===== src/rtl/dhb_pkg.sv =====
`timescale 1ns / 1ps
// ----------------------------------------------------------------------------
// Dual H-bridge drive package
// Shared constants, codes and types for the steering and drive bridge block.
// ----------------------------------------------------------------------------
package dhb_pkg;

	localparam int SAMPLE_WIDTH_DEF = 12;
	localparam int DUTY_W           = 12;
	localparam int DRIVE_DUTY_W     = 11;
	localparam int SPEED_W          = 8;
	localparam int CFG_W            = 12;

	localparam logic [1:0] REQ_CTRL = 2'd0;
	localparam logic [1:0] REQ_PWM  = 2'd1;
	localparam logic [1:0] REQ_RAMP = 2'd2;

	localparam logic [1:0] STEER_BRAKE = 2'd0;
	localparam logic [1:0] STEER_POS   = 2'd1;
	localparam logic [1:0] STEER_NEG   = 2'd2;

	localparam logic [1:0] DRIVE_STOP = 2'd0;
	localparam logic [1:0] DRIVE_FWD  = 2'd1;
	localparam logic [1:0] DRIVE_REV  = 2'd2;

	localparam logic CFG_DEADBAND = 1'b0;
	localparam logic CFG_PWM_TOP  = 1'b1;

	localparam logic [CFG_W-1:0]   DEADBAND_RST = 12'd100;
	localparam logic [CFG_W-1:0]   PWM_TOP_RST  = 12'd999;
	localparam logic [DUTY_W-1:0]  PWM_CNT_RST  = 12'd500;
	localparam logic [SPEED_W-1:0] SPEED_MID    = 8'd128;
	localparam logic [DUTY_W-1:0]  DUTY_MAX     = 12'hFFF;

	typedef struct packed {
		logic [1:0]              steer_mode;
		logic [DUTY_W-1:0]       steer_duty;
		logic [1:0]              drive_mode;
		logic [DRIVE_DUTY_W-1:0] drive_duty;
	} ctrl_calc_t;

	typedef struct packed {
		logic               steer_pin_a;
		logic               steer_pin_b;
		logic               drive_pin_a;
		logic               drive_pin_b;
		logic [1:0]         steer_direction;
		logic [1:0]         drive_direction;
		logic [SPEED_W-1:0] current_speed;
	} view_t;

endpackage


===== src/rtl/dhb_req_if.sv =====
`timescale 1ns / 1ps
// ----------------------------------------------------------------------------
// Request channel
// Valid/ready channel that carries one tick request per transaction.
// ----------------------------------------------------------------------------
interface dhb_req_if #(
	parameter int SAMPLE_WIDTH = dhb_pkg::SAMPLE_WIDTH_DEF
);
	logic                    valid;
	logic                    ready;
	logic [1:0]              req_type;
	logic [SAMPLE_WIDTH-1:0] position_sample;
	logic [7:0]              target_value;

	modport source (output valid, output req_type, output position_sample,
		output target_value, input ready);
	modport sink (input valid, input req_type, input position_sample,
		input target_value, output ready);
endinterface


===== src/rtl/dhb_res_if.sv =====
`timescale 1ns / 1ps
// ----------------------------------------------------------------------------
// Result channel
// Valid/ready channel that carries the bridge pin levels and status.
// ----------------------------------------------------------------------------
interface dhb_res_if;
	logic       valid;
	logic       ready;
	logic       steer_pin_a;
	logic       steer_pin_b;
	logic       drive_pin_a;
	logic       drive_pin_b;
	logic [1:0] steer_direction;
	logic [1:0] drive_direction;
	logic [7:0] current_speed;

	modport source (output valid, output steer_pin_a, output steer_pin_b,
		output drive_pin_a, output drive_pin_b, output steer_direction,
		output drive_direction, output current_speed, input ready);
	modport sink (input valid, input steer_pin_a, input steer_pin_b,
		input drive_pin_a, input drive_pin_b, input steer_direction,
		input drive_direction, input current_speed, output ready);
endinterface


===== src/rtl/dhb_ctrl_calc.sv =====
`timescale 1ns / 1ps
// ----------------------------------------------------------------------------
// Control tick calculation
// Steering error, deadband test and duty, plus drive direction and duty.
// ----------------------------------------------------------------------------
module dhb_ctrl_calc #(
	parameter int SAMPLE_WIDTH = dhb_pkg::SAMPLE_WIDTH_DEF
) (
	input  logic [SAMPLE_WIDTH-1:0]          sample,
	input  logic [7:0]                       target,
	input  logic [dhb_pkg::CFG_W-1:0]        deadband,
	input  logic [dhb_pkg::SPEED_W-1:0]      speed,
	input  logic [dhb_pkg::DUTY_W-1:0]       steer_duty,
	output dhb_pkg::ctrl_calc_t              calc
);
	localparam int EW = ((SAMPLE_WIDTH > dhb_pkg::DUTY_W) ? SAMPLE_WIDTH : dhb_pkg::DUTY_W) + 1;

	logic signed [EW-1:0] err;
	logic signed [EW-1:0] db;
	logic [EW-1:0]        mag;
	logic [7:0]           rev_off;

	always_comb begin
		err = $signed(EW'({target, 4'b0000})) - $signed(EW'(sample));
		db  = $signed(EW'(deadband));
		mag = '0;
		calc.steer_duty = steer_duty;
		if (err > db) begin
			calc.steer_mode = dhb_pkg::STEER_POS;
			mag = EW'(err);
		end else if (err < -db) begin
			calc.steer_mode = dhb_pkg::STEER_NEG;
			mag = EW'(-err);
		end else begin
			calc.steer_mode = dhb_pkg::STEER_BRAKE;
		end
		if (calc.steer_mode != dhb_pkg::STEER_BRAKE) begin
			if (mag > EW'(dhb_pkg::DUTY_MAX)) begin
				calc.steer_duty = dhb_pkg::DUTY_MAX;
			end else begin
				calc.steer_duty = mag[dhb_pkg::DUTY_W-1:0];
			end
		end

		rev_off = dhb_pkg::SPEED_MID - speed;
		if (speed > dhb_pkg::SPEED_MID) begin
			calc.drive_mode = dhb_pkg::DRIVE_FWD;
			calc.drive_duty = dhb_pkg::DRIVE_DUTY_W'({speed[6:0], 3'b000});
		end else if (speed < dhb_pkg::SPEED_MID) begin
			calc.drive_mode = dhb_pkg::DRIVE_REV;
			calc.drive_duty = dhb_pkg::DRIVE_DUTY_W'({rev_off, 3'b000});
		end else begin
			calc.drive_mode = dhb_pkg::DRIVE_STOP;
			calc.drive_duty = '0;
		end
	end
endmodule


===== src/rtl/dhb_state.sv =====
`timescale 1ns / 1ps
// ----------------------------------------------------------------------------
// Bridge state
// Holds speed, modes, duties, PWM counter and pin levels, and applies one
// tick per enabled cycle.
// ----------------------------------------------------------------------------
module dhb_state #(
	parameter int SAMPLE_WIDTH = dhb_pkg::SAMPLE_WIDTH_DEF
) (
	input  logic                        clk,
	input  logic                        arst_n,
	input  logic                        en,
	input  logic [1:0]                  req_type,
	input  logic [SAMPLE_WIDTH-1:0]     sample,
	input  logic [7:0]                  target,
	input  logic [dhb_pkg::CFG_W-1:0]   deadband,
	input  logic [dhb_pkg::CFG_W-1:0]   pwm_top,
	output dhb_pkg::view_t              view_nxt
);
	logic [dhb_pkg::SPEED_W-1:0]      speed_q, speed_d;
	logic [1:0]                       steer_mode_q, steer_mode_d;
	logic [1:0]                       drive_mode_q, drive_mode_d;
	logic [dhb_pkg::DUTY_W-1:0]       steer_duty_q, steer_duty_d;
	logic [dhb_pkg::DRIVE_DUTY_W-1:0] drive_duty_q, drive_duty_d;
	logic [dhb_pkg::DUTY_W-1:0]       cnt_q, cnt_d;
	logic [3:0]                       pins_q, pins_d;
	logic                             steer_hi;
	logic                             drive_hi;
	dhb_pkg::ctrl_calc_t              calc;

	dhb_ctrl_calc #(.SAMPLE_WIDTH(SAMPLE_WIDTH)) u_calc (
		.sample     (sample),
		.target     (target),
		.deadband   (deadband),
		.speed      (speed_q),
		.steer_duty (steer_duty_q),
		.calc       (calc)
	);

	// Pin bits: 0 steer A, 1 steer B, 2 drive A, 3 drive B.
	always_comb begin
		speed_d      = speed_q;
		steer_mode_d = steer_mode_q;
		drive_mode_d = drive_mode_q;
		steer_duty_d = steer_duty_q;
		drive_duty_d = drive_duty_q;
		cnt_d        = cnt_q;
		pins_d       = pins_q;
		steer_hi     = 1'b0;
		drive_hi     = 1'b0;
		case (req_type)
			dhb_pkg::REQ_CTRL: begin
				steer_mode_d = calc.steer_mode;
				steer_duty_d = calc.steer_duty;
				drive_mode_d = calc.drive_mode;
				drive_duty_d = calc.drive_duty;
				if (calc.steer_mode == dhb_pkg::STEER_BRAKE) begin
					pins_d[1:0] = 2'b11;
				end else if (calc.steer_mode == dhb_pkg::STEER_POS) begin
					pins_d[1] = 1'b0;
				end else begin
					pins_d[0] = 1'b0;
				end
				if (calc.drive_mode == dhb_pkg::DRIVE_STOP) begin
					pins_d[3:2] = 2'b00;
				end else if (calc.drive_mode == dhb_pkg::DRIVE_FWD) begin
					pins_d[2] = 1'b0;
				end else begin
					pins_d[3] = 1'b0;
				end
			end
			dhb_pkg::REQ_PWM: begin
				cnt_d    = (cnt_q == pwm_top) ? '0 : cnt_q + 1'b1;
				steer_hi = cnt_d > steer_duty_q;
				drive_hi = dhb_pkg::DUTY_W'(drive_duty_q) > cnt_d;
				if (steer_mode_q == dhb_pkg::STEER_POS) begin
					pins_d[0] = steer_hi;
				end else if (steer_mode_q == dhb_pkg::STEER_NEG) begin
					pins_d[1] = steer_hi;
				end
				if (drive_mode_q == dhb_pkg::DRIVE_REV) begin
					pins_d[2] = drive_hi;
				end else if (drive_mode_q == dhb_pkg::DRIVE_FWD) begin
					pins_d[3] = drive_hi;
				end
			end
			dhb_pkg::REQ_RAMP: begin
				if (target > speed_q) begin
					speed_d = speed_q + 1'b1;
				end else if (target < speed_q) begin
					speed_d = speed_q - 1'b1;
				end
			end
			default: begin
			end
		endcase

		view_nxt.steer_pin_a     = pins_d[0];
		view_nxt.steer_pin_b     = pins_d[1];
		view_nxt.drive_pin_a     = pins_d[2];
		view_nxt.drive_pin_b     = pins_d[3];
		view_nxt.steer_direction = steer_mode_d;
		view_nxt.drive_direction = drive_mode_d;
		view_nxt.current_speed   = speed_d;
	end

	always_ff @(posedge clk or negedge arst_n) begin
		if (!arst_n) begin
			speed_q      <= dhb_pkg::SPEED_MID;
			steer_mode_q <= dhb_pkg::STEER_POS;
			drive_mode_q <= dhb_pkg::DRIVE_STOP;
			steer_duty_q <= '0;
			drive_duty_q <= '0;
			cnt_q        <= dhb_pkg::PWM_CNT_RST;
			pins_q       <= '0;
		end else if (en) begin
			speed_q      <= speed_d;
			steer_mode_q <= steer_mode_d;
			drive_mode_q <= drive_mode_d;
			steer_duty_q <= steer_duty_d;
			drive_duty_q <= drive_duty_d;
			cnt_q        <= cnt_d;
			pins_q       <= pins_d;
		end
	end
endmodule


===== src/rtl/dual_h_bridge_pwm_steer_drive_top.sv =====
`timescale 1ns / 1ps
// ----------------------------------------------------------------------------
// Dual H-bridge PWM steering and drive controller
// Software-style PWM for a steering bridge and a drive bridge.
//
// Requests arrive on the req channel, one tick per transaction: a control
// tick (position sample and steering target), a PWM tick or a speed ramp
// tick (speed target). Every request gives exactly one transaction on the
// res channel with the four bridge pin levels, both directions and the
// ramped speed as they stand after that tick.
// The request is captured in an input register and then applied to the state,
// which loads the result register; one request is taken every cycle while
// res ready stays high. The state update itself is combinational compares
// and a 12-bit counter step.
// If the receiver holds ready low, the result register holds its transaction
// and one further request waits in the input register; req ready then drops.
// Reset clears both channels, sets deadband 100, PWM top 999, counter 500,
// speed 128, steering mode positive, drive stopped and all pins low.
// The configuration port writes deadband (index 0) or PWM top (index 1).
// ----------------------------------------------------------------------------
module dual_h_bridge_pwm_steer_drive_top #(
	parameter int SAMPLE_WIDTH = dhb_pkg::SAMPLE_WIDTH_DEF
) (
	input  logic                      clk,
	input  logic                      arst_n,
	dhb_req_if.sink                   req,
	dhb_res_if.source                 res,
	input  logic                      cfg_we,
	input  logic                      cfg_index,
	input  logic [dhb_pkg::CFG_W-1:0] cfg_wdata
);
	logic                      vld_s1;
	logic [1:0]                req_type_s1;
	logic [SAMPLE_WIDTH-1:0]   sample_s1;
	logic [7:0]                target_s1;
	logic                      vld_s2;
	dhb_pkg::view_t            view_s2;
	dhb_pkg::view_t            view_nxt;
	logic [dhb_pkg::CFG_W-1:0] deadband_q;
	logic [dhb_pkg::CFG_W-1:0] pwm_top_q;
	logic                      adv;

	assign adv       = vld_s1 && (!vld_s2 || res.ready);
	assign req.ready = !vld_s1 || adv;

	always_ff @(posedge clk or negedge arst_n) begin
		if (!arst_n) begin
			deadband_q <= dhb_pkg::DEADBAND_RST;
			pwm_top_q  <= dhb_pkg::PWM_TOP_RST;
		end else if (cfg_we) begin
			case (cfg_index)
				dhb_pkg::CFG_DEADBAND: deadband_q <= cfg_wdata;
				dhb_pkg::CFG_PWM_TOP:  pwm_top_q  <= cfg_wdata;
				default: begin
				end
			endcase
		end
	end

	always_ff @(posedge clk or negedge arst_n) begin
		if (!arst_n) begin
			vld_s1 <= 1'b0;
			vld_s2 <= 1'b0;
		end else begin
			if (req.ready) begin
				vld_s1 <= req.valid;
			end
			if (adv) begin
				vld_s2 <= 1'b1;
			end else if (res.ready) begin
				vld_s2 <= 1'b0;
			end
		end
	end

	always_ff @(posedge clk) begin
		if (req.ready && req.valid) begin
			req_type_s1 <= req.req_type;
			sample_s1   <= req.position_sample;
			target_s1   <= req.target_value;
		end
		if (adv) begin
			view_s2 <= view_nxt;
		end
	end

	dhb_state #(.SAMPLE_WIDTH(SAMPLE_WIDTH)) u_state (
		.clk      (clk),
		.arst_n   (arst_n),
		.en       (adv),
		.req_type (req_type_s1),
		.sample   (sample_s1),
		.target   (target_s1),
		.deadband (deadband_q),
		.pwm_top  (pwm_top_q),
		.view_nxt (view_nxt)
	);

	assign res.valid           = vld_s2;
	assign res.steer_pin_a     = view_s2.steer_pin_a;
	assign res.steer_pin_b     = view_s2.steer_pin_b;
	assign res.drive_pin_a     = view_s2.drive_pin_a;
	assign res.drive_pin_b     = view_s2.drive_pin_b;
	assign res.steer_direction = view_s2.steer_direction;
	assign res.drive_direction = view_s2.drive_direction;
	assign res.current_speed   = view_s2.current_speed;
endmodule

===== src/flat_wrapper.sv =====
// flat-port wrapper written by rule: the top's interface ports become plain ports
module dual_h_bridge_pwm_steer_drive_top_flat 
#(
	parameter int SAMPLE_WIDTH = dhb_pkg::SAMPLE_WIDTH_DEF
)
  (clk, arst_n, cfg_we, cfg_index, cfg_wdata, req_valid, req_req_type, req_position_sample, req_target_value, req_ready, res_valid, res_steer_pin_a, res_steer_pin_b, res_drive_pin_a, res_drive_pin_b, res_steer_direction, res_drive_direction, res_current_speed, res_ready);
  dhb_req_if #(.SAMPLE_WIDTH(SAMPLE_WIDTH)) req_i ();
  dhb_res_if res_i ();
  input  logic clk;
  input  logic arst_n;
  input  logic cfg_we;
  input  logic cfg_index;
  input  logic [dhb_pkg::CFG_W-1:0] cfg_wdata;
  input wire logic [$bits(req_i.valid)-1:0] req_valid;
  input wire logic [$bits(req_i.req_type)-1:0] req_req_type;
  input wire logic [$bits(req_i.position_sample)-1:0] req_position_sample;
  input wire logic [$bits(req_i.target_value)-1:0] req_target_value;
  output wire logic [$bits(req_i.ready)-1:0] req_ready;
  output wire logic [$bits(res_i.valid)-1:0] res_valid;
  output wire logic [$bits(res_i.steer_pin_a)-1:0] res_steer_pin_a;
  output wire logic [$bits(res_i.steer_pin_b)-1:0] res_steer_pin_b;
  output wire logic [$bits(res_i.drive_pin_a)-1:0] res_drive_pin_a;
  output wire logic [$bits(res_i.drive_pin_b)-1:0] res_drive_pin_b;
  output wire logic [$bits(res_i.steer_direction)-1:0] res_steer_direction;
  output wire logic [$bits(res_i.drive_direction)-1:0] res_drive_direction;
  output wire logic [$bits(res_i.current_speed)-1:0] res_current_speed;
  input wire logic [$bits(res_i.ready)-1:0] res_ready;
  assign req_i.valid = req_valid;
  assign req_i.req_type = req_req_type;
  assign req_i.position_sample = req_position_sample;
  assign req_i.target_value = req_target_value;
  assign req_ready = req_i.ready;
  assign res_valid = res_i.valid;
  assign res_steer_pin_a = res_i.steer_pin_a;
  assign res_steer_pin_b = res_i.steer_pin_b;
  assign res_drive_pin_a = res_i.drive_pin_a;
  assign res_drive_pin_b = res_i.drive_pin_b;
  assign res_steer_direction = res_i.steer_direction;
  assign res_drive_direction = res_i.drive_direction;
  assign res_current_speed = res_i.current_speed;
  assign res_i.ready = res_ready;
  dual_h_bridge_pwm_steer_drive_top #(.SAMPLE_WIDTH(SAMPLE_WIDTH)) u_core (.clk(clk), .arst_n(arst_n), .req(req_i), .res(res_i), .cfg_we(cfg_we), .cfg_index(cfg_index), .cfg_wdata(cfg_wdata));
endmodule

===== config.mk =====
export PLATFORM = sky130hd
export DESIGN_NAME = dual_h_bridge_pwm_steer_drive_top_flat
export DESIGN_NICKNAME = d
export VERILOG_FILES = /design/src/rtl/dhb_pkg.sv /design/src/rtl/dhb_req_if.sv /design/src/rtl/dhb_res_if.sv /design/src/rtl/dhb_ctrl_calc.sv /design/src/rtl/dhb_state.sv /design/src/rtl/dual_h_bridge_pwm_steer_drive_top.sv /design/src/flat_wrapper.sv
export SDC_FILE = /design/constraint.sdc
export NUM_CORES = 1
export LEC_CHECK = 0
export ABC_CLOCK_PERIOD_IN_PS = 3900
export BUFFER_PORTS_ARGS = -buffer_cell sky130_fd_sc_hd__buf_2
export CAP_MARGIN = 15
export CORE_AREA = 2 2 143 145
export CTS_CLUSTER_SIZE = 12
export DETAILED_ROUTE_END_ITERATION = 8
export DIE_AREA = 0 0 145 147
export RECOVER_POWER = 25
export SETUP_SLACK_MARGIN = 0.1
export SLEW_MARGIN = 0
export SYNTH_ARGS = -nofsm -noshare
export SYNTH_HDL_FRONTEND = slang
export SYNTH_SLANG_ARGS = --single-unit

===== constraint.sdc =====
create_clock -name clk -period 3.9 [get_ports clk]
set_clock_uncertainty 0.05 [all_clocks]
set_input_delay 0.39 -clock clk [delete_from_list [all_inputs] [get_ports clk]]
set_output_delay 0.39 -clock clk [all_outputs]
set_load 0.03 [all_outputs]

# --- Word-level counts from Yosys, hierarchy flattened ---
# Index checks and enable logic that the tools add are counted.
totals:
  word_cells: 91
  romBits: 0
  ramBits: 0
  regBits: 115
  out_inout_bits: 18
  mem_count: 0
  input_bits: 40
  latchBits: 0
op_classes:
  div_mod_pow: 0
  n_reduce_logical: 16
  order_cmp: 9
  addsub: 7
  mux: 28
  bitwise_logic: 1
  eq_ne: 9
  shifts: 0
  n_mul: 0
op_table:
  columns: ["cell", "n"]
  rows:
  - ["two-way mux 13 bit", 4]
  - ["two-way mux 12 bit", 2]
  - ["two-way mux 8 bit", 3]
  - ["> comparator 13 x 12 -> 1 bit (second input constant)", 1]
  - ["> comparator 13 bit", 1]
  - ["< comparator 13 bit", 1]
  - ["negation 12 -> 13 bit", 1]
  - ["negation 13 bit", 1]
  - ["subtractor 12 x 12 -> 13 bit", 1]
  - ["adder 12 x 1 -> 12 bit (second input constant)", 1]
  - ["== test 12 bit", 1]
  - ["> comparator 11 x 12 -> 1 bit", 1]
  - ["> comparator 12 bit", 1]
  - ["two-way mux 1 bit", 12]
  - ["two-way mux 2 bit", 6]
  - ["== test 2 x 1 -> 1 bit (second input constant)", 5]
  - ["adder 8 x 1 -> 8 bit (second input constant)", 1]
  - ["> comparator 8 bit", 1]
  - ["> comparator 8 bit (second input constant)", 1]
  - ["< comparator 8 bit", 1]
  - ["< comparator 8 bit (second input constant)", 1]
  - ["one-hot mux 4 bit (2 select lines)", 1]
  - ["AND reduction 2 bit", 4]
  - ["subtractor 8 x 1 -> 8 bit (second input constant)", 1]
  - ["other kinds (9)", 17]

# --- Depth between registers and ports, before layout ---
# Gate-level depths: netlist (run 1).
logic_depth:
  depth_word: 8
  depth_mapped: 19
  depth_no_buf: 17

# --- Modules after synthesis ---
# Synthesis (run 1) repeated with hierarchy kept, for this count alone.
hier_totals:
  hier_cells: 789
  hier_area_um2: 8027.7
by_module_without_submodules:
  columns: ["mod", "n_inst", "cells_per_inst", "seq_area_each_um2", "area_each_um2"]
  rows:
  - ["dhb_state", 1, 403, 1286.2, 3694.8]
  - ["dual_h_bridge_pwm_steer_drive_top", 1, 98, 1805.5, 2194.6]
  - ["dhb_ctrl_calc", 1, 288, 0.0, 2138.3]

# --- Least setup slack after synthesis (run 1) ---
# OpenSTA, ideal clock, no wires.
synth_path:
  path_kind: "register -> register"
  startpoint: "register u_core.target_s1[0]"
  endpoint: "register u_core.view_s2 (netlist bit u_core.res.steer_pin_a), data pin"
  path_stages_with_launch: 17
  setup_time_ns: 0.266
  path_buffers: 0
  arrival_ns: 3.568
  synth_period_minus_slack_ns: 3.884
  slack_ns: 0.016
  t_required_ns: 3.584
  path_cell_list: "edfxtp_1 ha_1 nand3b_1 o21ai_0 a21oi_1 xnor2_1 ha_1 a21oi_1 nor2b_1 a211oi_2 a31oi_1 a2bb2oi_1 o311ai_1 a21o_1 or2b_1 o211ai_1 a31oi_1"
synth_via:
  elab_chain_len: 8
  word_cells_on_any_way: 10
  cone_classes: "add/sub: 1; order compare: 2; eq/ne: 1; mux: 5; reduce/logical: 1"
synth_lines:
  columns: ["element", "line_no", "rtl"]
  rows:
  - ["from (decl)", "dual_h_bridge_pwm_steer_drive_top.sv:35", "logic [7:0] target_s1;"]
  - ["from (signal assigned)", "dual_h_bridge_pwm_steer_drive_top.sv:80", "target_s1 <= req.target_value;"]
  - ["subtractor 12 x 12 -> 13 bit (*)", "dhb_ctrl_calc.sv:24", "err = $signed(EW'({target, 4'b0000})) - $signed(EW'(sample));"]
  - ["< comparator 13 bit", "dhb_ctrl_calc.sv:31", "end else if (err < -db) begin"]
  - ["two-way mux 2 bit", "dhb_ctrl_calc.sv:31", null]
  - ["two-way mux 2 bit (*)", "dhb_ctrl_calc.sv:28", "if (err > db) begin"]
  - ["== test 2 x 1 -> 1 bit", "dhb_state.sv:59", "end else if (calc.steer_mode == dhb_pkg::STEER_POS) begin"]
  - ["two-way mux 1 bit", "dhb_state.sv:59", null]
  - ["two-way mux 2 bit (*)", "dhb_state.sv:57", "if (calc.steer_mode == dhb_pkg::STEER_BRAKE) begin"]
  - ["one-hot mux 4 bit (2 select lines) (*)", "dhb_state.sv:51", "case (req_type)"]
  - ["net u_core.u_state.pins_d[0]", "dhb_state.sv:26", "logic [3:0] pins_q, pins_d;"]
  - ["to (signal assigned)", "dual_h_bridge_pwm_steer_drive_top.sv:83", "view_s2 <= view_nxt;"]
  - ["to (decl)", "dual_h_bridge_pwm_steer_drive_top.sv:37", "dhb_pkg::view_t view_s2;"]
# The timed path passes the listed nets; every way through them passes the cells marked *.
# A chain may end at the register's enable or synchronous reset.

# --- Final worst setup path (run 1) ---
# Same ends and word-level chain as after synthesis.

==> metrics.yaml, run 1 <==
synthCells: 721
maxCapViolations: 1
synth_compound_area_share_pct: 15.3
dp_hpwl_um: 12600
grt_setup_unrepaired: "yes"
io_buffers: 57
dr.pass1.iters: 5
pin_count: 58
stdcell_area_mm2: 0.00848
powerDensity_mw_per_mm2: 522
die_h_um: 147
routed_wl_um: 16600
num_antenna_cells: 0
via_count: 5501
via_per_inst: 5.03
rrSetupSlack_ns: 0.07
hold_buffers: 0
power.internal_mw: 2.77
cts_root_buffer: "clkbuf_16"
crit_path_top_delay_cell: "edfxtp_1"
critPathMaxFanout: 6
drive_gt1_share_pct: 27.1
crit_family: "compound AO/OA/AOI/OAI gates"
cp_common_cell: "ha_4"
drtAntennaViolNets: 0
yosys.area_share.adder_pct: 10.0
async_reset_ff_share_pct: 66.1
fp.dieW_um: 145
fp.coreArea_mm2: 0.0198
end_kind: "register"
antenna_found_initial: 0
synthXorXnorAreaFrac_pct: 7.71
worst_ep_arrival_time_ns: 3.88
fin_nets: 914
clkPwrFrac_pct: 20.3
p_switching_mw: 1.66
dr.first_iter.drc_count: 361
required_ns: 3.96
synth_cell_types: 78
pwr-share-seq_pct: 39.6
final.period_utilization_pct: 98.2
slew_viol_final: 75
synth_top_family_by_area: "simple AND/OR/NAND/NOR gates"
die_area_mm2: 0.0213
muxShareOfSynthArea_pct: 3.59
grt_first_pass_wirelength_um: 26900
max_freq_ghz: 0.261
status: "finished with violations"
synth_edf_count: 38
area_delta_synth_final_pct: 21.0
grt_overflow_total: 0
n_fill_cell: 1930
final_hold_viol_count: 0
syn_nets: 817
sw_frac_of_total_pct: 37.4
final-setup-viol-count: 0
ys_ff_latch: 112
clock_latency_ns: 0.36
clkSlewWorstSetupHoldPaths_ns: 0.07
wl_per_cell_um: 15.2
avgSynthCellArea_um2: 9.72
grt_max_degree: 75
final_cells: 1093
cts_tree: "done"
placementRows: 52
critPathKind: "reg2reg"
path_cells: "ha_4, nand3b_1, o21ai_2, a21oi_2, xnor2_2, ha_4, a21oi_4, nor2b_1, a211oi_2, a31oi_2, a2bb2oi_2, o311ai_2, a21o_2, or2b_4, o211ai_1, a31oi_1"
cts.sinks: 112
synth_warnings: 0
synth_area_mm2: 0.00701
relSlewSlack_pct: -25.1
ys_dominant_reg_cell: "dfrtp_1"
cts_buffers: 9
drc: 0
violations: "max-capacitance violations, max-slew violations"
place_area_mm2: 0.00783
power_frac_comb_pct: 40.1
max-vdd-ir-drop_uv: 249
worstHoldPathType: "in2reg"
fin_crit_ns: 3.83
total_power_mw: 4.43
cts_buffer_depth: 2
tightest_slew_ns: 1.88
post-place-cells: 1065
grt_usage_pct: 15.7
max_stage_delay_ns: 0.45
grt_pass1_vias: 5331
initial_core_util_pct: 35.3
p_leak_nw: 3.58
yosys.area_share.simple_pct: 16.1
place_congestion: 0.888
cp-start-kind: "register"
critical_path_buf_inv_count: 0
htree_levels: 3
seq_area_frac_synth_pct: 43.0
layer usage:
metal | track usage, % | share of wire (%)
met1 | 20.8 | 47
met2 | 26.0 | 48
met3 | 2.98 | 2.6
met4 | 5.45 | 2.5
met5 | 0 | 0
layout by cell type, fill, tap and decap left out, types with 13 or more instances in the layout:
cell | netlist | layout
a21oi_1 | 33 | 29
nor2_1 | 50 | 45
dfstp_2 | 19 | 19
o21ai_0 | 54 | 48
xnor2_1 | 43 | 41
dfrtp_1 | 55 | 54
buf_4 | 0 | 38
xor2_1 | 15 | 14
mux2_2 | 21 | 21
ha_1 | 56 | 51
nand3_1 | 20 | 20
nor3_1 | 15 | 13
buf_2 | 1 | 56
nand2_1 | 76 | 74
inv_1 | 54 | 53
edfxtp_1 | 38 | 38
through the flow:
step                setup WS [ns]  hold WS, ns  setup TNS, ns  utilization, %
finish                     0.0710        0.149              0            42.7
global route              -0.0800        0.133         -0.112            42.7
CTS                         0.101        0.136              0            41.0
detailed placement       -0.00937        0.429       -0.00937            39.4
global placement           0.0711        0.417              0            39.4
floorplan                   0.107       0.0444              0               -
path summary, 6_finish.rpt:
check	start	endpoint	depth (start not counted)
worst max-delay path	u_core.target_s1[0]$_DFFE_PP_	u_core.res.steer_pin_a$_DFFE_PP_	16
worst min-delay path	req_target_value[2]	u_core.target_s1[2]$_DFFE_PP_	1
worst max register to register	u_core.target_s1[0]$_DFFE_PP_	u_core.res.steer_pin_a$_DFFE_PP_	16
worst min register to register	u_core.u_state.drive_duty_q[3]$_DFFE_PN0P_	u_core.u_state.drive_duty_q[3]$_DFFE_PN0P_	2
max in group asynchronous	arst_n	u_core.u_state.cnt_q[0]$_DFFE_PN0P_	1
min in group asynchronous	arst_n	u_core.u_state.pins_q[2]$_DFFE_PN0P_	1
state kept, by name (all words and copies together), names as in the netlist, 4 cells and up:
signal	cells
u_core.deadband_q	12
u_core.pwm_top_q	12
u_core.sample_s1	12
u_core.u_state.cnt_q	12
u_core.u_state.steer_duty_q	12
u_core.res.current_speed	8
u_core.target_s1	8
u_core.u_state.drive_duty_q	8
u_core.u_state.speed_q	8
u_core.u_state.pins_q	4
power by group through the flow:
stage	Sequential (mW)	Clock [mW]	Combinational (mW)
global route	1.79	0.968	1.99
detailed placement	1.77	0	1.60
finish	1.75	0.899	1.78
CTS	1.75	0.924	1.63
global placement	1.77	0	1.58
floorplan	1.75	0	1.17
synthesized netlist by cell type, types with 10 or more instances:
cell type	count	area, µm²
clkbuf_1	13	48.8
ha_1	56	701
nor2b_1	10	62.6
nand2b_1	10	62.6
dfstp_2	19	499
xor2_1	15	131
dfrtp_1	55	1380
a21o_1	11	82.6
xnor2_1	43	377
nand3_1	20	100
mux2_2	21	236
o21ai_0	54	270
edfxtp_1	38	1140
nor2_1	50	188
inv_1	54	203
nand4_1	10	62.6
a21oi_1	33	165
nor3_1	15	75.1
nand2_1	76	285
repair_timing:
item / in CTS / in global routing
resized for setup: 5 / 61
pin swaps: 6 / 37
setup buffers: 1 / 10
endpoints found under the setup margin: 14 / 23
cloned: 0 / 1
area by class of cell:
| type | count | area [µm²] | share of cell area, % |
|---|---|---|---|
| well taps | 270 | 338 | 3.98 |
| clock buffers | 11 | 233 | 2.74 |
| repair buffers | 104 | 666 | 7.85 |
| clock inverters | 5 | 40.0 | 0.472 |
| multi-input cells | 536 | 3980 | 46.9 |
| flip-flops and latches | 112 | 3020 | 35.6 |
| inverters | 55 | 206 | 2.43 |
logic make-up (layout without fill, tap and decap cells):
kind of cell,after synthesis,in the layout
AND/OR/NAND/NOR,232,232
AO/OA/AOI/OAI,166,166
flip-flops,112,112
adder cells (fa/ha/maj),56,56
multiplexers,22,22
buffers and inverters,73,175
XOR/XNOR,60,60
worst reg2reg max path, cell delays in order (launching register included):
cell and delay [ns]:
edfxtp_1 0.45, ha_4 0.33, nand3b_1 0.17, o21ai_2 0.20
a21oi_2 0.09, xnor2_2 0.27, ha_4 0.27, a21oi_4 0.14
nor2b_1 0.07, a211oi_2 0.28, a31oi_2 0.14, a2bb2oi_2 0.16
o311ai_2 0.21, a21o_2 0.24, or2b_4 0.30, o211ai_1 0.11
a31oi_1 0.10
Power figures use the tool's default switching activity.
==> inputs of run 2 (changes only) <==
--- a/config.mk
+++ b/config.mk
@@ -8,12 +8,13 @@
 export ABC_CLOCK_PERIOD_IN_PS = 3900
 export BUFFER_PORTS_ARGS = -buffer_cell sky130_fd_sc_hd__buf_2
 export CAP_MARGIN = 15
-export CORE_AREA = 2 2 143 145
+export CORE_AREA = 5 5 146 148
 export CTS_CLUSTER_SIZE = 12
 export DETAILED_ROUTE_END_ITERATION = 8
-export DIE_AREA = 0 0 145 147
+export DIE_AREA = 0 0 151 153
 export RECOVER_POWER = 25
 export SETUP_SLACK_MARGIN = 0.1
+export SKIP_LAST_GASP = 1
 export SLEW_MARGIN = 0
 export SYNTH_ARGS = -nofsm -noshare
 export SYNTH_HDL_FRONTEND = slang
==> run 2 against run 1 <==
  * The run still ends with max-capacitance violations, max-slew violations left
  * Final area increased by 0.19%
  * Critical path type unchanged
  * Register-to-register slack improved by 0.08 ns
  * Largest cell class unchanged
  * Die area increased by 8.4%
  * Routed wire length increased by 1.4%
  * Via count unchanged
==> metrics.yaml, run 2 (synthesis results as in run 1) <==
dr.pass1.iters: 4  # was 5
grt_pass1_vias: 5444  # was 5331
grt_usage_pct: 14.9  # was 15.7%
critPathKind: "reg2reg"  # unchanged
end_kind: "register"  # unchanged
clock_latency_ns: 0.36  # about the same
die_area_mm2: 0.0231  # was 0.0213 mm²
via_per_inst: 5.01  # was 5.03
final_cells: 1097  # was 1093
routed_wl_um: 16800  # was 16600 µm
fin_crit_ns: 3.75  # was 3.83 ns
cts_buffers: 9  # unchanged
status: "finished with violations"  # unchanged
rrSetupSlack_ns: 0.15  # was 0.07 ns
max_freq_ghz: 0.267  # was 0.261 GHz
initial_core_util_pct: 35.2  # was 35.3%
grt_overflow_total: 0  # unchanged
maxCapViolations: 1  # unchanged
clkSlewWorstSetupHoldPaths_ns: 0.07  # about the same
path_cells: "buf_4, or3_4, o21ai_2, a21oi_2, xnor2_2, ha_1, a21oi_2, nor2b_1, a211oi_2, a31oi_2, a2bb2oi_2, o311ai_2, a21o_2, or2b_1, o211ai_1, a31oi_1"  # was ha_4, nand3b_1, o21ai_2, a21oi_2, xnor2_2, ha_4, a21oi_4, nor2b_1, a211oi_2, a31oi_2, a2bb2oi_2, o311ai_2, a21o_2, or2b_4, o211ai_1, a31oi_1
post-place-cells: 1066  # was 1065
layout_common_cells: "nand2_1 (76), buf_2 (57), dfrtp_1 (54)"  # was nand2_1 (74), buf_2 (56), dfrtp_1 (54)
placementRows: 52  # unchanged
pin_count: 58  # unchanged
grt_max_degree: 75  # unchanged
total_power_mw: 4.44  # was 4.43 mW
slew_viol_final: 75  # unchanged
worstHoldPathType: "in2reg"  # unchanged
fp.dieW_um: 151  # was 145 µm
cts.sinks: 112  # unchanged
max_stage_delay_ns: 0.40  # was 0.45 ns
place_congestion: 0.861  # was 0.888
critical_path_buf_inv_count: 1  # was 0
drive_gt1_share_pct: 26.8  # was 27.1%
area_delta_synth_final_pct: 21.3  # was 21.0%
crit_path_top_delay_cell: "or3_4"  # was edfxtp_1
fp.coreArea_mm2: 0.0199  # was 0.0198 mm²
via_count: 5501  # unchanged
final_common_cell: "nand2_1"  # unchanged
fin_nets: 918  # was 914
crit_family: "compound AO/OA/AOI/OAI gates"  # unchanged
cp-start-kind: "register"  # unchanged
dp_hpwl_um: 12900  # was 12600 µm
htree_levels: 3  # unchanged
cp_common_cell: "a21oi_2"  # was ha_4
hold_buffers: 0  # unchanged
multi_input_area_mm2: 0.00394  # was 0.00398 mm²
drc: 0  # unchanged
whs_ns: 0.150  # was 0.149 ns
dr.first_iter.drc_count: 295  # was 361
final-setup-viol-count: 0  # unchanged
n_fill_cell: 1978  # was 1930
cts_root_buffer: "clkbuf_16"  # unchanged
powerDensity_mw_per_mm2: 522  # about the same
final_hold_viol_count: 0  # unchanged
grt_setup_unrepaired: "yes"  # unchanged
critPathMaxFanout: 6  # unchanged
relSlewSlack_pct: -24.9  # was -25.1%
final_core_util_pct: 42.7  # about the same
drtAntennaViolNets: 0  # unchanged
grt_first_pass_wirelength_um: 27600  # was 26900 µm
violations: "max-capacitance violations, max-slew violations"  # unchanged
final.period_utilization_pct: 96.1  # was 98.2%
wl_per_cell_um: 15.3  # was 15.2 µm
io_buffers: 57  # unchanged
antenna_found_initial: 0  # unchanged
p_leak_nw: 3.61  # was 3.58 nW
cts_tree: "done"  # unchanged
tightest_slew_ns: 1.87  # was 1.88 ns
die_h_um: 153  # was 147 µm
required_ns: 3.95  # was 3.96 ns
num_antenna_cells: 0  # unchanged
max-vdd-ir-drop_uv: 256  # was 249 µV
cts_buffer_depth: 2  # unchanged
worst_ep_arrival_time_ns: 3.80  # was 3.88 ns
final-seq-area_mm2: 0.00302  # unchanged
==> run 2: final cells by class <==
cell class,count,share of cell area [%]
sequential,112,35.5
tap,270,3.98
multi-input combinational,536,46.4
timing repair buffer,108,8.32
clock buffer,13,3.06
inverter,55,2.43
clock inverter,3,0.339
==> run 2: timing repair <==
item / 4_1_cts / 5_1_grt
setup endpoints to repair: 14 / 23
cloned: 0 / 2
gates resized for setup: 5 / 52
buffers inserted: 0 / 14
pin swaps: 2 / 27
==> run 2: through the flow <==
stage | setup TNS, ns | instance area, µm² | setup WS (ns)
6_report | 0 | 8500 | 0.152
5_1_grt | -0.436 | 8500 | -0.137
4_1_cts | 0 | 8140 | 0.0825
3_5_place_dp | 0 | 7830 | 0.0412
3_3_place_gp | 0 | 7830 | 0.0862
2_1_floorplan | 0 | 7020 | 0.107
==> run 2: metal layers <==
metal	GRT usage (%)	wire length (µm)	part of all wire (%)
met5	0	0	0
met4	5.74	452	2.7
met3	2.25	600	3.6
met2	23.7	8080	48
met1	20.3	7680	46
==> run 2: worst reg2reg max path, stage by stage, from the launching register on <==
cell       delay [ns]
edfxtp_1         0.38
buf_4            0.16
or3_4            0.40
o21ai_2          0.15
a21oi_2          0.09
xnor2_2          0.15
ha_1             0.34
a21oi_2          0.15
nor2b_1          0.07
a211oi_2         0.26
a31oi_2          0.13
a2bb2oi_2        0.18
o311ai_2         0.21
a21o_2           0.24
or2b_1           0.29
o211ai_1         0.13
a31oi_1          0.11
==> run 2: path summary, 6_finish.rpt <==
| path | start | end | cells after the start |
|---|---|---|---|
| min reg2reg | u_core.u_state.drive_duty_q[3]$_DFFE_PN0P_ | u_core.u_state.drive_duty_q[3]$_DFFE_PN0P_ | 2 |
| max in group asynchronous | arst_n | u_core.u_state.cnt_q[0]$_DFFE_PN0P_ | 1 |
| max reg2reg | u_core.sample_s1[1]$_DFFE_PP_ | u_core.res.steer_pin_a$_DFFE_PP_ | 16 |
| max | u_core.sample_s1[1]$_DFFE_PP_ | u_core.res.steer_pin_a$_DFFE_PP_ | 16 |
| min in group asynchronous | arst_n | u_core.u_state.speed_q[5]$_DFFE_PN0P_ | 1 |
| min | req_position_sample[5] | u_core.sample_s1[5]$_DFFE_PP_ | 1 |
==> run 2: power breakdown <==
part           internal, mW  total (mW)  switching (mW)
Combinational         0.809        1.77           0.958
Clock                 0.479       0.921           0.442
Sequential             1.51        1.75           0.240
